`config.mk`:
```
export PLATFORM = sky130hd
export DESIGN_NAME = bmc_back
export DESIGN_NICKNAME = d
export VERILOG_FILES = /design/src/design/bmc_pkg.sv /design/src/design/bmc_back.sv
export SDC_FILE = /design/constraint.sdc
export NUM_CORES = 1
export LEC_CHECK = 0
export ABC_AREA = 1
export BUFFER_PORTS_ARGS = -buffer_cell sky130_fd_sc_hd__clkbuf_2
export CORE_MARGIN = 4
export CORE_UTILIZATION = 35
export CTS_CLUSTER_DIAMETER = 120
export DETAILED_ROUTE_END_ITERATION = 6
export PLACE_DENSITY = 0.69
export SYNTH_ARGS = -nofsm -noshare
export SYNTH_HDL_FRONTEND = slang
export SYNTH_SLANG_ARGS = --single-unit
```
`constraint.sdc`:
```
create_clock -name clk -period 1.7 [get_ports clk]
set_clock_uncertainty 0.2 [all_clocks]
set_input_delay 0.51 -clock clk [delete_from_list [all_inputs] [get_ports clk]]
set_output_delay 0.51 -clock clk [all_outputs]
set_load 0.02 [all_outputs]
```
`src/design/bmc_pkg.sv`:
```
package bmc_pkg;

  localparam int MaxWidth  = 2048;
  localparam int MaxHeight = 4096;

  localparam int ColW    = $clog2(MaxWidth);
  localparam int RowW    = $clog2(MaxHeight);
  localparam int WidthW  = 12;
  localparam int HeightW = 13;
  localparam int IdxW    = $clog2(MaxWidth * MaxHeight) + 1;

  localparam int CfgIndexW = 2;
  localparam int CfgDataW  = 13;

  localparam logic [CfgIndexW-1:0] RegFrameWidth  = CfgIndexW'(0);
  localparam logic [CfgIndexW-1:0] RegFrameHeight = CfgIndexW'(1);

  localparam logic [WidthW-1:0]  WidthReset  = WidthW'(640);
  localparam logic [HeightW-1:0] HeightReset = HeightW'(480);

  localparam logic [IdxW-1:0] TotalReset    = IdxW'(int'(WidthReset) * int'(HeightReset));
  localparam logic [IdxW-1:0] RowStartReset =
    IdxW'(int'(WidthReset) * (int'(HeightReset) - 1));

  localparam int FlagW = 2;
  localparam int LineW = 2 * FlagW;
  localparam int WinW  = 9 * FlagW;

  localparam int FlagWhite = 0;
  localparam int FlagBlack = 1;

  localparam int CenterWhite = 4 * FlagW + FlagWhite;
  localparam int RowEndWhite = 7 * FlagW + FlagWhite;

  localparam logic [WinW-1:0] NeighborBlack = WinW'(18'h2A8AA);

  localparam logic [7:0] PixWhite = 8'd255;
  localparam logic [7:0] PixBlack = 8'd0;

  typedef enum logic {
    OP_PIXEL = 1'b0,
    OP_FLUSH = 1'b1
  } op_t;

  typedef struct packed {
    logic             valid;
    logic             pixel;
    logic             has_out;
    logic             end_of_row;
    logic             border;
    logic             sel_upper;
    logic             last;
    logic [FlagW-1:0] flag;
    logic [ColW-1:0]  addr;
  } stage_t;

endpackage

```
`src/design/bmc_back.sv`:
```
module bmc_back (
  input  logic                       clk,
  input  logic                       rst,
  input  bmc_pkg::stage_t            stage,
  input  logic                       rd_fire,
  input  logic [bmc_pkg::ColW-1:0]   rd_addr,
  input  logic [bmc_pkg::LineW-1:0]  rd_data,
  output logic                       b_go,
  output logic                       wr_en,
  output logic [bmc_pkg::ColW-1:0]   wr_addr,
  output logic [bmc_pkg::LineW-1:0]  wr_data,
  output logic                       m_tvalid,
  input  logic                       m_tready,
  output logic [7:0]                 m_tdata,
  output logic                       m_tlast
);

  logic [bmc_pkg::WinW-1:0]  window;
  logic [bmc_pkg::WinW-1:0]  win_shift;
  logic                      fwd;
  logic [bmc_pkg::LineW-1:0] fwd_data;
  logic [bmc_pkg::LineW-1:0] line;
  logic [bmc_pkg::FlagW-1:0] upper;
  logic [bmc_pkg::FlagW-1:0] middle;
  logic                      hit;
  logic                      contour;

  assign line      = fwd ? fwd_data : rd_data;
  assign upper     = line[bmc_pkg::FlagW-1:0];
  assign middle    = line[bmc_pkg::LineW-1:bmc_pkg::FlagW];
  assign win_shift = {stage.flag, middle, upper,
                      window[bmc_pkg::WinW-1:3*bmc_pkg::FlagW]};

  assign b_go    = stage.valid && (!stage.has_out || !m_tvalid || m_tready);
  assign wr_en   = b_go && stage.pixel;
  assign wr_addr = stage.addr;
  assign wr_data = {stage.flag, middle};
  assign m_tdata = contour ? bmc_pkg::PixWhite : bmc_pkg::PixBlack;

  always_comb begin
    priority if (!stage.pixel) begin
      hit = stage.sel_upper ? upper[bmc_pkg::FlagWhite] : middle[bmc_pkg::FlagWhite];
    end else if (stage.end_of_row) begin
      hit = window[bmc_pkg::RowEndWhite];
    end else begin
      hit = win_shift[bmc_pkg::CenterWhite] &&
            (stage.border || |(win_shift & bmc_pkg::NeighborBlack));
    end
  end

  always_ff @(posedge clk) begin
    if (rst) begin
      m_tvalid <= 1'b0;
      window   <= '0;
      fwd      <= 1'b0;
    end else begin
      if (b_go && stage.has_out) begin
        m_tvalid <= 1'b1;
      end else if (m_tready) begin
        m_tvalid <= 1'b0;
      end
      if (wr_en) begin
        window <= win_shift;
      end
      fwd <= rd_fire && wr_en && (rd_addr == stage.addr);
    end
  end

  always_ff @(posedge clk) begin
    fwd_data <= wr_data;
    if (b_go && stage.has_out) begin
      contour <= hit;
      m_tlast <= stage.last;
    end
  end

endmodule

```
==> metrics.txt <==
# port buffers 65; Tcrit/Tclk final 101.4%; Clock Path Buffers 2; Lkg Pwr between 0.8 and 0.9 nW; Synth top area share 26.00%; Req. time, crit path roughly 0.99 ns; top cells by area, synth dfxtp_1, nand2_1, buf_4; H-Tree Level Count 1; Setup Viol. Count Final 9; GRT Residual Overflow 0; syn_nets between 150 and 200; Syn Area/Cell roughly 6.4 um^2; Pwr Density ~600 mW/mm^2; CP Capture Type output pin; GPL Wtd Cong 0.7764; r2r setup slk approximately 0.080 ns; Worst-Skew Late Latency between 0.2 and 0.3 ns; Crit Path Category register to output pin; Die Wd approximately 61 um; final worst-path setup slack -0.02331 ns; sequential fraction of the synthesis area around 32%; initial antenna violation count 0; fillers ~300; crit path cell chain o21ai_2 > inv_2 > buf_8; Initial Utilization 36.61%; diode count 0; DP Area 0.001217 mm^2; CTS clk-pin slew, worst paths ~0.090 ns; RSZ-0062 raised after global routing true; final hold violations 0; Vias around 1.0k; VDD IR-drop max 0.3954 mV; per-cell routed wire length a little over 9 um; max frequency between 500 and 600 MHz; post-layout min period ~1.7 ns; drt via density 4.283; CP max stage cell dfxtp_4; initial DRC count 15; Clock Tree Root clkbuf_4; Yosys warnings 0; gr usage total 11.86%; # rows 19; Slew @ Worst Pin 0.2637 ns; HP Start stage[11]; routed wire length between 2 and 2.5 mm; CTS tree yes; Arr. time, crit path 1.01 ns; Yosys top cell by area dfxtp_1; Final #Nets ~250; # clock sinks 15; core box area 0.002734 mm^2; vias in the first global route between 900 and 1k; largest net degree at the start of global routing 10; slowest stage delay, CP between 0.3 and 0.4 ns; Final Instance Area between 0.001 and 0.0015 mm^2; max-cap check violation count 0; reg-to-reg critical path startpoint fwd; Die Ht 61.48 um; detailed placement HPWL approximately 1.8 mm; post-synth cell types 17; Post-DRT Antenna Nets 0; failing checks negative setup slack; Setup crit start fwd; Cells after Synth 157; DR DRC count 0; max-slew violations 0; status finished with violations; Worst setup SP type register; Rel. slew slack approximately 82%; Pre-antenna DRT Iters 4; Reg area roughly 330 um^2; Synth Register Bits 15; Die ar. roughly 0.0038 mm^2; multi-input logic area around 410 um^2; CP Max Fanout 7; total clock buffers created by CTS 3; Synth Cell Area roughly 0.001 mm^2; Top-Level Pins 66; CTS Hold Bufs 0; first-pass GRT wire length between 3 and 4 mm; setup TNS -0.08458 ns; layout cell share with drive strength beyond 1 around 44%; Hold/Removal Path Class input port to register; area grow syn2layout 38.75%
[cell type report]
| type | count | area share, % |
|---|---|---|
| multi-input cells | 88 | 29.28 |
| clock inverters | 1 | 0.3604 |
| inverters | 30 | 8.468 |
| well taps | 31 | 2.793 |
| flip-flops and latches | 15 | 23.42 |
| repair buffers | 76 | 34.05 |
| clock buffers | 3 | 1.622 |
[Yosys cell counts]
library cell / instances
buf_4: 23
nand3_2: 1
o21ai_0: 3
dfxtp_1: 13
nor2_1: 14
xnor2_1: 1
inv_1: 28
a21oi_1: 7
nand2_2: 2
edfxtp_1: 2
buf_2: 1
xor2_1: 2
inv_2: 2
nand3_4: 1
nand3_1: 3
nand2_1: 53
o211ai_1: 1
[sequential cells by signal, summed over array words and instances, names as in the netlist]
register	flops
window	7
fwd_data	4
contour	1
fwd	1
m_tlast	1
m_tvalid	1
[repair_timing]
item,CTS,global route
pin swaps,1,2
endpoints found under the hold margin,0,0
gates resized for setup,11,31
setup endpoints to repair,4,13
buffers inserted,6,1
[critical path: cells and delay by family (launching register included)]
kind | cells | cell delay, ns
AOI/OAI and AO/OA | 1 | 0.16
buffers and inverters | 2 | 0.20
DFF | 1 | 0.38
[kinds of logic after synthesis]
family / after synthesis / share of synthesized area (%)
DFF: 15 / 32.00
AOI/OAI and AO/OA: 11 / 5.749
xor gates and xnor gates: 3 / 2.625
buffers and inverters: 54 / 29.00
and+or+nand+nor: 74 / 30.62
[cells in the final DEF, fill, tap and decap left out]
| cell type | count |
|---|---|
| a21oi_1 | 7 |
| buf_4 | 18 |
| buf_6 | 3 |
| buf_8 | 2 |
| clkbuf_2 | 52 |
| clkbuf_4 | 3 |
| clkbuf_8 | 1 |
| clkinv_2 | 1 |
| dfxtp_1 | 11 |
| dfxtp_2 | 1 |
| dfxtp_4 | 1 |
| edfxtp_1 | 2 |
| inv_1 | 25 |
| inv_2 | 3 |
| inv_4 | 2 |
| nand2_1 | 51 |
| nand2_2 | 4 |
| nand3_1 | 3 |
| nand3_4 | 2 |
| nor2_1 | 14 |
| o211ai_1 | 1 |
| o21ai_0 | 2 |
| o21ai_2 | 1 |
| xnor2_1 | 1 |
| xor2_1 | 2 |
[worst paths after layout]
check | end | cells past startpoint
worst max register to register | window[14] | 9
worst min-delay path | fwd_data[2] | 1
worst min register to register | window[11] | 2
worst max-delay path | wr_data[0] | 3
[power by group]
part	internal [mW]	leakage [nW]	switching, mW
clock network	0.0873	0.0177	0.111
registers	0.372	0.127	0.00848
logic	0.115	0.678	0.133
[through the flow]
stage	setup WS, ns	utilization (%)	hold WS, ns	total power [mW]	cells
after floorplan	0.07740	-	0.2410	0.5411	157
after global placement	-0.05020	44.53	0.2529	0.6034	233
after detailed placement	-0.05189	44.53	0.2570	0.6064	233
after CTS	-0.07230	48.33	0.1272	0.8219	243
after global routing	-0.08815	50.80	0.1106	0.8895	244
final	-0.02331	50.80	0.1382	0.8281	244
[per-layer routing]
layer	GRT usage, %	vias up	wire, um	share of wire [%]
met5	0	-	0	0
met4	6.364	0	27	1.2
met1	12.05	448	831	37
met2	22.36	44	1149	51
li1	-	551	-	-
met3	2.516	2	241	11
(Power assumes the default switching activity.)
