==> src/design/bmc_pkg.sv <==
package bmc_pkg;

  localparam int MaxWidth  = 2048;
  localparam int MaxHeight = 4096;

  localparam int ColW    = $clog2(MaxWidth);
  localparam int RowW    = $clog2(MaxHeight);
  localparam int WidthW  = 12;
  localparam int HeightW = 13;
  localparam int IdxW    = $clog2(MaxWidth * MaxHeight) + 1;

  localparam int CfgIndexW = 2;
  localparam int CfgDataW  = 13;

  localparam logic [CfgIndexW-1:0] RegFrameWidth  = CfgIndexW'(0);
  localparam logic [CfgIndexW-1:0] RegFrameHeight = CfgIndexW'(1);

  localparam logic [WidthW-1:0]  WidthReset  = WidthW'(640);
  localparam logic [HeightW-1:0] HeightReset = HeightW'(480);

  localparam logic [IdxW-1:0] TotalReset    = IdxW'(int'(WidthReset) * int'(HeightReset));
  localparam logic [IdxW-1:0] RowStartReset =
    IdxW'(int'(WidthReset) * (int'(HeightReset) - 1));

  localparam int FlagW = 2;
  localparam int LineW = 2 * FlagW;
  localparam int WinW  = 9 * FlagW;

  localparam int FlagWhite = 0;
  localparam int FlagBlack = 1;

  localparam int CenterWhite = 4 * FlagW + FlagWhite;
  localparam int RowEndWhite = 7 * FlagW + FlagWhite;

  localparam logic [WinW-1:0] NeighborBlack = WinW'(18'h2A8AA);

  localparam logic [7:0] PixWhite = 8'd255;
  localparam logic [7:0] PixBlack = 8'd0;

  typedef enum logic {
    OP_PIXEL = 1'b0,
    OP_FLUSH = 1'b1
  } op_t;

  typedef struct packed {
    logic             valid;
    logic             pixel;
    logic             has_out;
    logic             end_of_row;
    logic             border;
    logic             sel_upper;
    logic             last;
    logic [FlagW-1:0] flag;
    logic [ColW-1:0]  addr;
  } stage_t;

endpackage

==> src/design/bmc_front.sv <==
module bmc_front (
  input  logic                           clk,
  input  logic                           rst,
  input  logic                           s_tvalid,
  output logic                           s_tready,
  input  logic [7:0]                     s_tdata,
  input  logic [0:0]                     s_tuser,
  input  logic                           cfg_valid,
  output logic                           cfg_ready,
  input  logic [bmc_pkg::CfgIndexW-1:0]  cfg_index,
  input  logic [bmc_pkg::CfgDataW-1:0]   cfg_data,
  input  logic                           b_go,
  output bmc_pkg::stage_t                stage,
  output logic                           rd_fire,
  output logic [bmc_pkg::ColW-1:0]       rd_addr,
  output logic                           clearing,
  output logic [bmc_pkg::ColW-1:0]       clr_addr
);

  logic [bmc_pkg::WidthW-1:0]  width;
  logic [bmc_pkg::HeightW-1:0] height;
  logic [bmc_pkg::WidthW-1:0]  width_in;
  logic [bmc_pkg::HeightW-1:0] height_in;
  logic [bmc_pkg::WidthW-1:0]  mul_w;
  logic [bmc_pkg::HeightW-1:0] mul_h;
  logic [bmc_pkg::IdxW-1:0]    total, total_next;
  logic [bmc_pkg::IdxW-1:0]    row_start, row_start_next;

  logic [bmc_pkg::ColW-1:0] col, col_next;
  logic [bmc_pkg::RowW-1:0] row, row_next;
  logic                     draining, draining_next;
  logic [bmc_pkg::IdxW-1:0] out_idx, out_idx_next;
  logic [bmc_pkg::IdxW-1:0] out_idx_inc;
  logic [bmc_pkg::IdxW-1:0] drain_off;
  logic [bmc_pkg::ColW-1:0] width_last;
  bmc_pkg::stage_t          stage_next;
  logic [bmc_pkg::FlagW-1:0] pix_flag;

  assign cfg_ready = 1'b1;
  assign s_tready  = !clearing && (!stage.valid || b_go);
  assign rd_fire   = s_tvalid && s_tready;

  assign width_last  = bmc_pkg::ColW'(width - bmc_pkg::WidthW'(1));
  assign out_idx_inc = out_idx + bmc_pkg::IdxW'(1);
  assign drain_off   = out_idx - row_start;

  always_comb begin
    width_in  = cfg_data[bmc_pkg::WidthW-1:0];
    height_in = cfg_data[bmc_pkg::HeightW-1:0];
    if (width_in == '0) begin
      width_in = bmc_pkg::WidthW'(1);
    end else if (width_in > bmc_pkg::WidthW'(bmc_pkg::MaxWidth)) begin
      width_in = bmc_pkg::WidthW'(bmc_pkg::MaxWidth);
    end
    if (height_in == '0) begin
      height_in = bmc_pkg::HeightW'(1);
    end else if (height_in > bmc_pkg::HeightW'(bmc_pkg::MaxHeight)) begin
      height_in = bmc_pkg::HeightW'(bmc_pkg::MaxHeight);
    end
  end

  always_comb begin
    mul_w = width;
    mul_h = height;
    if (cfg_valid && cfg_ready) begin
      if (cfg_index == bmc_pkg::RegFrameWidth) begin
        mul_w = width_in;
      end else if (cfg_index == bmc_pkg::RegFrameHeight) begin
        mul_h = height_in;
      end
    end
    total_next     = bmc_pkg::IdxW'(mul_w) * bmc_pkg::IdxW'(mul_h);
    row_start_next = total_next - bmc_pkg::IdxW'(mul_w);
  end

  always_comb begin
    pix_flag = '0;
    if (s_tdata == bmc_pkg::PixWhite) begin
      pix_flag[bmc_pkg::FlagWhite] = 1'b1;
    end else if (s_tdata == bmc_pkg::PixBlack) begin
      pix_flag[bmc_pkg::FlagBlack] = 1'b1;
    end
  end

  always_comb begin
    stage_next    = stage;
    col_next      = col;
    row_next      = row;
    draining_next = draining;
    out_idx_next  = out_idx;
    rd_addr       = stage.addr;
    if (b_go) begin
      stage_next.valid = 1'b0;
    end
    if (rd_fire) begin
      stage_next       = '0;
      stage_next.valid = 1'b1;
      if (s_tuser == bmc_pkg::OP_FLUSH) begin
        if (draining && (out_idx < total)) begin
          stage_next.has_out = 1'b1;
          if (out_idx >= row_start) begin
            stage_next.addr = drain_off[bmc_pkg::ColW-1:0];
          end else begin
            stage_next.addr      = width_last;
            stage_next.sel_upper = 1'b1;
          end
          stage_next.last = (out_idx_inc >= total);
          out_idx_next    = out_idx_inc;
          if (out_idx_inc >= total) begin
            draining_next = 1'b0;
          end
        end else begin
          draining_next = 1'b0;
        end
      end else begin
        draining_next         = 1'b0;
        stage_next.pixel      = 1'b1;
        stage_next.flag       = pix_flag;
        stage_next.addr       = col;
        stage_next.end_of_row = (col == '0) && (row >= bmc_pkg::RowW'(2));
        stage_next.has_out    = stage_next.end_of_row || ((col != '0) && (row != '0));
        stage_next.border     = (row == bmc_pkg::RowW'(1)) ||
                                ({1'b0, row} == height) ||
                                (col == bmc_pkg::ColW'(1)) ||
                                ({1'b0, col} == width);
        if (({1'b0, col} + bmc_pkg::WidthW'(1)) >= width) begin
          col_next = '0;
          if (({1'b0, row} + bmc_pkg::HeightW'(1)) >= height) begin
            row_next      = '0;
            draining_next = 1'b1;
            out_idx_next  = (height >= bmc_pkg::HeightW'(2)) ?
                            row_start - bmc_pkg::IdxW'(1) : '0;
          end else begin
            row_next = row + bmc_pkg::RowW'(1);
          end
        end else begin
          col_next = col + bmc_pkg::ColW'(1);
        end
      end
      rd_addr = stage_next.addr;
    end
  end

  always_ff @(posedge clk) begin
    if (rst) begin
      width     <= bmc_pkg::WidthReset;
      height    <= bmc_pkg::HeightReset;
      total     <= bmc_pkg::TotalReset;
      row_start <= bmc_pkg::RowStartReset;
      col       <= '0;
      row       <= '0;
      draining  <= 1'b0;
      out_idx   <= '0;
      stage     <= '0;
      clearing  <= 1'b1;
      clr_addr  <= '0;
    end else begin
      width     <= mul_w;
      height    <= mul_h;
      total     <= total_next;
      row_start <= row_start_next;
      col       <= col_next;
      row       <= row_next;
      draining  <= draining_next;
      out_idx   <= out_idx_next;
      stage     <= stage_next;
      if (clearing) begin
        clr_addr <= clr_addr + bmc_pkg::ColW'(1);
        if (clr_addr == bmc_pkg::ColW'(bmc_pkg::MaxWidth - 1)) begin
          clearing <= 1'b0;
        end
      end
    end
  end

endmodule

==> config.mk <==
export PLATFORM = sky130hd
export DESIGN_NAME = bmc_front
export DESIGN_NICKNAME = d
export VERILOG_FILES = /design/src/design/bmc_pkg.sv /design/src/design/bmc_front.sv
export SDC_FILE = /design/constraint.sdc
export NUM_CORES = 1
export LEC_CHECK = 0
export ABC_AREA = 1
export BUFFER_PORTS_ARGS = -buffer_cell sky130_fd_sc_hd__buf_2
export CAP_MARGIN = 20
export CORE_MARGIN = 1
export CORE_UTILIZATION = 25
export CTS_BUF_LIST = sky130_fd_sc_hd__clkbuf_16
export DETAILED_ROUTE_END_ITERATION = 7
export SKIP_CTS_REPAIR_TIMING = 1
export SYNTH_ARGS = -nofsm -noshare
export SYNTH_HDL_FRONTEND = slang
export SYNTH_SLANG_ARGS = --single-unit
==> constraint.sdc <==
create_clock -name clk -period 7.9 [get_ports clk]
set_clock_uncertainty 0.2 [all_clocks]
set_input_delay 1.975 -clock clk [delete_from_list [all_inputs] [get_ports clk]]
set_output_delay 1.975 -clock clk [all_outputs]
set_load 0.01 [all_outputs]
==> out/metrics.yaml, run 1 <==
status:
  status: "finished, final reports clean"
global_routing:
  grt_max_degree: 83
  grt_pass1_wl_um: 83100
  grt_busiest_layer: "met2"
  first_global_vias: 15639
  grtUsageMet2: 0.259
  antenna_found_initial: 0
  grt_usage: 0.157
  overflow: 0
  grt_use_met3: 0.0310
  met1_usage: 0.207
placed_design:
  dp_hpwl_um: 42100
  portBuffers: 73
  gp_congestion: 0.924
  dpl.cell_count: 3472
worst_setup_path:
  slowest_delay_ps: 550
  critPathSlowestCell: "fa_1"
  cp.arrival_ps: 7790
  path_class: "in -> reg"
  crit_path_frequent_cell: "inv_1"
  crit_fanout: 8
  start_kind: "input pin"
  crit_path_end_kind: "register"
  required_ps: 8070
clocking:
  cts_tree: "yes"
  clkTransAtPathRegs_ps: 70
  clockBufferDepth: 2
  cts_buffers: 17
  clock-sinks: 153
  htree_levels: 4
  clk-insertion-delay-late_ps: 460
  cts_root_buf: "clkbuf_16"
cells_and_area:
  final_cell_mix: "507 x nand2_1, 428 x inv_1, 258 x nor2_1"
  fin_cells: 3515
  nNetsFinal: 2966
  area_growth_pct: 24.2
  antennaDiodeCount: 0
  final_common_cell: "nand2_1"
  drive_gt1_frac: 0.185
sta:
  fin_crit_sh: 0.964
  fmax_mhz: 131
  min_period_ps: 7620
  setup_viol: 0
  slew_headroom: 0.365
  tightest_slew_ps: 953
  slew_viol_final: 0
  hold_viol_final: 0
route:
  vias_per_cell: 4.53
  drt_first_pass_iters: 5
  ant_nets: 0
  drtIter0Drc: 1022
  drcViolationCount: 0
  dr_total_vias: 15931
  wl_per_cell_um: 14.6
  wirelength_um: 51400
floorplan:
  core-area_um2: 64800
  rows: 93
  start_util: 0.254
  die_w_um: 259
  pin_count: 75
  dieArea_um2: 66900
  fp.dieH_um: 259
synthesis:
  yosysSeqAreaShare: 0.186
  synth.mux.area_fraction: 0
  syn_area_um2: 16500
  synth-simple-area-share: 0.263
  yosys.area_share.xor_xnor: 0.0456
  yosysTopAreaCell: "dfxtp_1"
  yosysTopAreaCellShare: 0.186
  ys_ff_latch: 153
  synth.net_count: 2710
  synthAdderAreaFrac: 0.271
  async_flop_share: 0
  syn_inst: 2391
  synth-compound-area-share: 0.119
  synth_enable_flop_cells: 0
  synth_ff_type: "dfxtp_1"
  yosysWarnings: 0
  synth_cell_types: 64
  synth_top_family_by_area: "adder cells"
  ys_top_cells_by_area: "dfxtp_1 19%, ha_1 14%, fa_1 13%"
  synth.avg_cell_area_um2: 6.89
power:
  p_leak_nw: 10.1
  p_total_mw: 3.12
  powerDensity_nw_per_um2: 153
  irDropWorstVdd_uv: 166
hold_path:
  hp-class: "reg -> reg"
job:
  maxCapViolCount: 0
==> flip-flops by register name, indices dropped and copies added, names as in the netlist <==
| signal | flops |
|---|---|
| clearing | 1 |
| clr_addr | 11 |
| col | 11 |
| draining | 1 |
| height | 13 |
| out_idx | 24 |
| row | 12 |
| row_start | 24 |
| stage | 20 |
| total | 24 |
| width | 12 |
==> layer usage <==
metal | wire (um) | up-vias
li1 | - | 8056
met1 | 24000 | 7450
met2 | 23200 | 364
met3 | 3090 | 61
met4 | 1110 | 0
met5 | 0 | -
==> layout make-up <==
type | instances | area, um^2
tap | 855 | 1070
inverter | 455 | 1720
clock buffer | 17 | 425
multi-input combinational | 1734 | 12000
sequential | 153 | 3060
clock inverter | 15 | 149
timing repair buffer | 286 | 2040
fill | 6922 | 44300
==> cells by family (layout without fill, tap and decap cells) <==
group / after synthesis / count (layout)
flops: 153 / 153
buf+inv: 504 / 773
compound gates: 343 / 343
simple gates: 1018 / 1018
xor+xnor: 82 / 82
fa+ha+maj: 290 / 290
other cells: 1 / 1
==> final timing paths <==
check / startpoint / cells past startpoint / to / slack (ps)
worst max-delay path: cfg_data[3] / 35 / row_start[12] / 280
worst min register to register: stage[12] / 2 / stage[12] / 260
worst max register to register: width[5] / 28 / row_start[12] / 1850
worst min-delay path: stage[12] / 2 / stage[12] / 260
==> where the power goes <==
part | total (mW) | leakage (nW) | internal (mW) | switching, mW
Sequential | 0.874 | 1.24 | 0.828 | 0.0459
Combinational | 1.43 | 8.53 | 0.631 | 0.804
Clock | 0.815 | 0.281 | 0.420 | 0.395
==> worst max-delay path, delay by kind of cell <==
family                   cells  cell delay [ps]
AO/OA/AOI/OAI                4              470
adder cells (fa/ha/maj)      7             2890
buffers and inverters       10              950
AND/OR/NAND/NOR             13             1300
XOR/XNOR                     1              170
==> metrics by stage <==
step / hold slack [ps] / cell area (um^2) / TNS, ps / utilization / setup slack, ps
5_1_grt: 277 / 20500 / -56.1 / 0.316 / -22.1
4_1_cts: 265 / 19900 / 0 / 0.306 / 116
2_1_floorplan: 268 / 16500 / 0 / - / 46.0
3_5_place_dp: 254 / 19300 / -3980 / 0.297 / -349
6_report: 263 / 20500 / 0 / 0.316 / 282
3_3_place_gp: 251 / 19300 / -2610 / 0.297 / -241
==> cell usage after synthesis (10+ instances only) <==
| cell type | number |
|---|---|
| o21ai_0 | 106 |
| nor4_1 | 12 |
| o21ai_1 | 13 |
| clkbuf_1 | 39 |
| nand2_1 | 535 |
| fa_1 | 111 |
| ha_1 | 179 |
| nor3_1 | 37 |
| xnor2_1 | 10 |
| a211oi_1 | 14 |
| dfxtp_1 | 153 |
| a21oi_1 | 139 |
| xor2_1 | 69 |
| o211ai_1 | 11 |
| nand4_1 | 38 |
| nand3_1 | 64 |
| o22ai_1 | 18 |
| nor2_2 | 13 |
| inv_1 | 442 |
| nor2_1 | 278 |
Power figures use the tool's default switching activity.
==> run 2, diff against run 1 <==
--- a/config.mk
+++ b/config.mk
@@ -12,6 +12,7 @@
 export CORE_UTILIZATION = 25
 export CTS_BUF_LIST = sky130_fd_sc_hd__clkbuf_16
 export DETAILED_ROUTE_END_ITERATION = 7
+export PLACE_DENSITY = 0.43
 export SKIP_CTS_REPAIR_TIMING = 1
 export SYNTH_ARGS = -nofsm -noshare
 export SYNTH_HDL_FRONTEND = slang
==> run 2 against run 1 <==
Against the previous run:
- worst setup slack improved by 25 ps
- core utilization rose by 0.82 points
- worst hold slack improved by 8.6 ps
- non-clock buffer count rose by 43
- critical endpoint is now row_start[22]
- highest routed layer is now met5
==> out/metrics.yaml, run 2 (synthesis gave the netlist of run 1 again) <==
floorplan:
  core-area_um2: 64800
  dieArea_um2: 66900
  fp.dieH_um: 259
  die_w_um: 259
  pin_count: 75
  rows: 93
  start_util: 0.254
sta:
  fmax_mhz: 132
  hold_viol_final: 0
  min_period_ps: 7590
  finalSetupTns_ps: 0
  tightest_slew_ps: 1080
  slew_viol_final: 0
  slew_headroom: 0.282
  setup_viol: 0
  fin_crit_sh: 0.961
clocking:
  clock-sinks: 153
  clkTransAtPathRegs_ps: 70
  clk-insertion-delay-late_ps: 450
  htree_levels: 4
  clockBufferDepth: 2
  cts_buffers: 17
  cts_root_buf: "clkbuf_16"
  cts_tree: "yes"
power:
  irDropWorstVdd_uv: 150
  clockPowerShare: 0.261
  powerDensity_nw_per_um2: 156
  intPower_mw: 1.96
  combPwrFrac: 0.472
  pwr-share-seq: 0.267
  swShare: 0.402
  switchingPower_mw: 1.32
  p_total_mw: 3.29
  p_leak_nw: 10.3
worst_setup_path:
  slowest_delay_ps: 550
  cp.arrival_ps: 7740
  reg2reg_depth: 27
  reg2reg_from: "width[8]"
  critPathSlowestCell: "fa_1"
  worstReg2RegEnd: "row_start[22]"
  crit_path_end_kind: "register"
  crit_path_frequent_cell: "nand2_1"
  required_ps: 8050
  start_kind: "input pin"
  crit_fanout: 7
  path_class: "in -> reg"
  r2r_setup_slack_ps: 1890
cells_and_area:
  antennaDiodeCount: 0
  drive_gt1_frac: 0.207
  nNetsFinal: 3009
  final_cell_mix: "497 x nand2_1, 427 x inv_1, 253 x nor2_1"
  reg_top3: "out_idx (24), row_start (24), total (24)"
  final_common_cell: "nand2_1"
  area_growth_pct: 27.4
global_routing:
  first_global_vias: 16501
  grt_usage: 0.179
  antenna_found_initial: 1
  grt_pass1_wl_um: 93000
  grt_max_degree: 88
  overflow: 0
route:
  drt_first_pass_iters: 5
  wl_per_cell_um: 16.5
  drcViolationCount: 0
  drtIter0Drc: 858
  vias_per_cell: 4.58
  wirelength_um: 58600
  dr_total_vias: 16308
  ant_nets: 0
hold_path:
  hold_path_startpoint: "stage[13]"
  hold_depth: 2
  hold_end: "stage[13]"
  hp-class: "reg -> reg"
placed_design:
  portBuffers: 73
  gp_congestion: 0.912
  dp_hpwl_um: 48700
status:
  status: "finished, final reports clean"
job:
  maxCapViolCount: 0
-- run 2: cell count changes in the layout (fill, tap and decap cells not counted), moves of 4 or more --
cell     delta
buf_4      +40
inv_6       -6
inv_8       +4
nand2_1    -10
nand2_2     +6
nand2_4     +4
nor2_1      -5
nor2_4      +4
-- run 2: per-layer routing --
metal | GRT usage | part of all wire | up-vias | wire length (um)
met5 | 0 | 0.00031 | - | 18
met4 | 0.0495 | 0.022 | 2 | 1300
met3 | 0.0229 | 0.040 | 65 | 2340
met2 | 0.293 | 0.46 | 335 | 26700
met1 | 0.245 | 0.48 | 7764 | 28300
li1 | - | - | 8142 | -
-- run 2: layout make-up --
type | count | area, um^2
Clock buffer | 17 | 425
Clock inverter | 15 | 180
Fill cell | 7031 | 43800
Inverter | 455 | 1720
Multi-Input combinational cell | 1734 | 12200
Sequential cell | 153 | 3060
Tap cell | 855 | 1070
Timing Repair Buffer | 329 | 2380
-- run 2: worst max-delay path by stage --
stage,start,endpoint,slack (ps),cells after the start
finish,cfg_index[0],row_start[22],310,32
global route,cfg_data[5],row_start[22],-10,40
CTS,cfg_data[6],row_start[12],-60,34
detailed placement,cfg_data[6],row_start[12],-510,34
global placement,cfg_data[6],row_start[22],-430,36
floorplan,cfg_data[6],row_start[14],50,27
-- run 2: power groups by stage --
stage | logic (mW) | clock network [mW] | registers (mW)
CTS | 1.38 | 0.877 | 0.876
detailed placement | 1.37 | 0 | 0.894
global placement | 1.37 | 0 | 0.894
floorplan | 0.782 | 0 | 0.874
global route | 1.74 | 0.909 | 0.882
finish | 1.55 | 0.857 | 0.877
-- run 2: worst max-delay path: cells and delay by family --
family,cells,cell delay [ps]
xor+xnor,1,210
buf+inv,8,1020
compound gates,2,430
simple gates,15,1400
fa+ha+maj,6,2700
-- run 2: per-stage QoR --
step / worst slack [ps] / std cells / area, um^2 / util / hold slack, ps
after floorplan: 46.0 / 2391 / 16500 / - / 268
after global placement: -434 / 3499 / 19500 / 0.301 / 253
after detailed placement: -509 / 3499 / 19500 / 0.301 / 266
after CTS: -57.3 / 3531 / 20100 / 0.310 / 277
after global routing: -10.5 / 3558 / 21000 / 0.324 / 300
final: 307 / 3558 / 21000 / 0.324 / 272
==> run 3, diff against run 2 <==
--- a/config.mk
+++ b/config.mk
@@ -8,11 +8,13 @@
 export ABC_AREA = 1
 export BUFFER_PORTS_ARGS = -buffer_cell sky130_fd_sc_hd__buf_2
 export CAP_MARGIN = 20
+export CELL_PAD_IN_SITES_DETAIL_PLACEMENT = 0
+export CELL_PAD_IN_SITES_GLOBAL_PLACEMENT = 1
 export CORE_MARGIN = 1
 export CORE_UTILIZATION = 25
 export CTS_BUF_LIST = sky130_fd_sc_hd__clkbuf_16
 export DETAILED_ROUTE_END_ITERATION = 7
-export PLACE_DENSITY = 0.43
+export PLACE_DENSITY = 0.53
 export SKIP_CTS_REPAIR_TIMING = 1
 export SYNTH_ARGS = -nofsm -noshare
 export SYNTH_HDL_FRONTEND = slang
==> run 3 against run 2 <==
Against the previous run:
- sequential share of layout area fell by 0.13 points
- global-route usage rose by 0.51 points
- clock power rose by 4.2%
- worst hold slack got worse by 1.7 ps
- final area rose by 0.89%
- wire length rose by 3.1%
- count of clock-buffer cells in the layout did not move
- flip-flop and latch count did not move
- non-clock buffer count rose by 6
- critical path type unchanged
- critical endpoint is now row_start[21]
==> out/metrics.yaml, run 3 (synthesis gave the netlist of run 1 again) <==
cells_and_area:
  drive_gt1_frac: 0.216
  fill_cells: 7066
  reg_top3: "out_idx (24), row_start (24), total (24)"
  nNetsFinal: 3015
  antennaDiodeCount: 0
  final_common_cell: "nand2_1"
  area_growth_pct: 28.6
  fin_area_um2: 21200
  final_cell_mix: "488 x nand2_1, 428 x inv_1, 254 x nor2_1"
sta:
  fmax_mhz: 131
  tightest_slew_ps: 957
  fin_hold_ws_ps: 270
  setup_viol: 0
  slew_headroom: 0.362
  grt_setup_unrepaired: "true"
  min_period_ps: 7640
  fin_crit_sh: 0.967
  hold_viol_final: 0
  slew_viol_final: 0
clocking:
  clk-insertion-delay-late_ps: 440
  cts_tree: "yes"
  cts_root_buf: "clkbuf_16"
  clock-sinks: 153
  clockBufferDepth: 2
  clkTransAtPathRegs_ps: 70
  htree_levels: 4
  cts_buffers: 17
global_routing:
  grt_usage: 0.184
  grt_pass1_wl_um: 94400
  antenna_found_initial: 0
  first_global_vias: 16313
  grt_max_degree: 75
  overflow: 0
floorplan:
  core-area_um2: 64800
  pin_count: 75
  fp.dieH_um: 259
  start_util: 0.254
  die_w_um: 259
  rows: 93
  dieArea_um2: 66900
route:
  drcViolationCount: 0
  wirelength_um: 60400
  vias_per_cell: 4.48
  wl_per_cell_um: 17.0
  drtIter0Drc: 860
  dr_total_vias: 15963
  ant_nets: 0
  drt_first_pass_iters: 5
worst_setup_path:
  crit_path_end_kind: "register"
  start_kind: "input pin"
  crit_fanout: 9
  cp.arrival_ps: 7780
  slowest_delay_ps: 590
  critPathSlowestCell: "fa_1"
  path_class: "in -> reg"
  required_ps: 8040
placed_design:
  portBuffers: 73
  dp_hpwl_um: 50300
  gp_congestion: 0.879
  dpl_cell_area_um2: 19600
job:
  maxCapViolCount: 0
power:
  p_leak_nw: 10.4
  powerDensity_nw_per_um2: 159
  irDropWorstVdd_uv: 158
hold_path:
  hp-class: "reg -> reg"
status:
  status: "finished, final reports clean"
==> run 3: cell types whose count changed in the layout (fill, tap and decap cells not counted), sizes merged <==
| cell | change |
|---|---|
| buf | +6 |
| bufinv | +2 |
| clkinv | -4 |
| clkinvlp | +1 |
| inv | +1 |
==> run 3: final cells by class <==
cell class	count	area, um^2	share of cell area
timing repair buffer	335	2440	0.115
clock buffer	17	425	0.0201
inverter	455	1710	0.0809
multi-input combinational	1734	12300	0.580
sequential	153	3060	0.145
clock inverter	15	188	0.00886
tap	855	1070	0.0505
==> run 3: worst max-delay path: cells and delay by family <==
kind,cells,cell delay (ps)
compound gates,3,600
fa+ha+maj,7,3120
buf+inv,10,1000
xor+xnor,1,210
simple gates,10,870
==> run 3: where the power goes <==
part | total, mW | internal [mW] | leakage (nW) | switching [mW]
Clock | 0.893 | 0.505 | 0.296 | 0.387
Combinational | 1.59 | 0.699 | 8.85 | 0.891
Sequential | 0.879 | 0.828 | 1.24 | 0.0505
Total | 3.36 | 2.03 | 10.4 | 1.33
==> run 3: path summary, 6_finish.rpt <==
check                             startpoint             to  slack (ps)  depth (start not counted)
worst min-delay path               stage[18]      stage[18]         270                          2
worst max-delay path            cfg_index[0]  row_start[21]         260                         31
worst max register to register      width[3]  row_start[21]        1850                         27
worst min register to register     stage[18]      stage[18]         270                          2
==> run 3: stage by stage <==
stage          total power, mW  setup TNS (ps)  std cells   util  worst slack, ps
2_1_floorplan             1.66               0       2391      -             46.0
3_5_place_dp              2.30          -10430       3509  0.302             -667
3_3_place_gp              2.30           -9750       3509  0.302             -625
6_report                  3.36               0       3564  0.327              258
5_1_grt                   3.61            -389       3564  0.327            -75.6
4_1_cts                   3.21           -1500       3541  0.311             -199
==> run 3: layer usage <==
layer	up-vias	routed length, um	track usage
met5	-	0	0
met3	46	1680	0.0174
met1	7512	29500	0.251
met4	0	862	0.0417
li1	8167	-	-
met2	238	28400	0.312
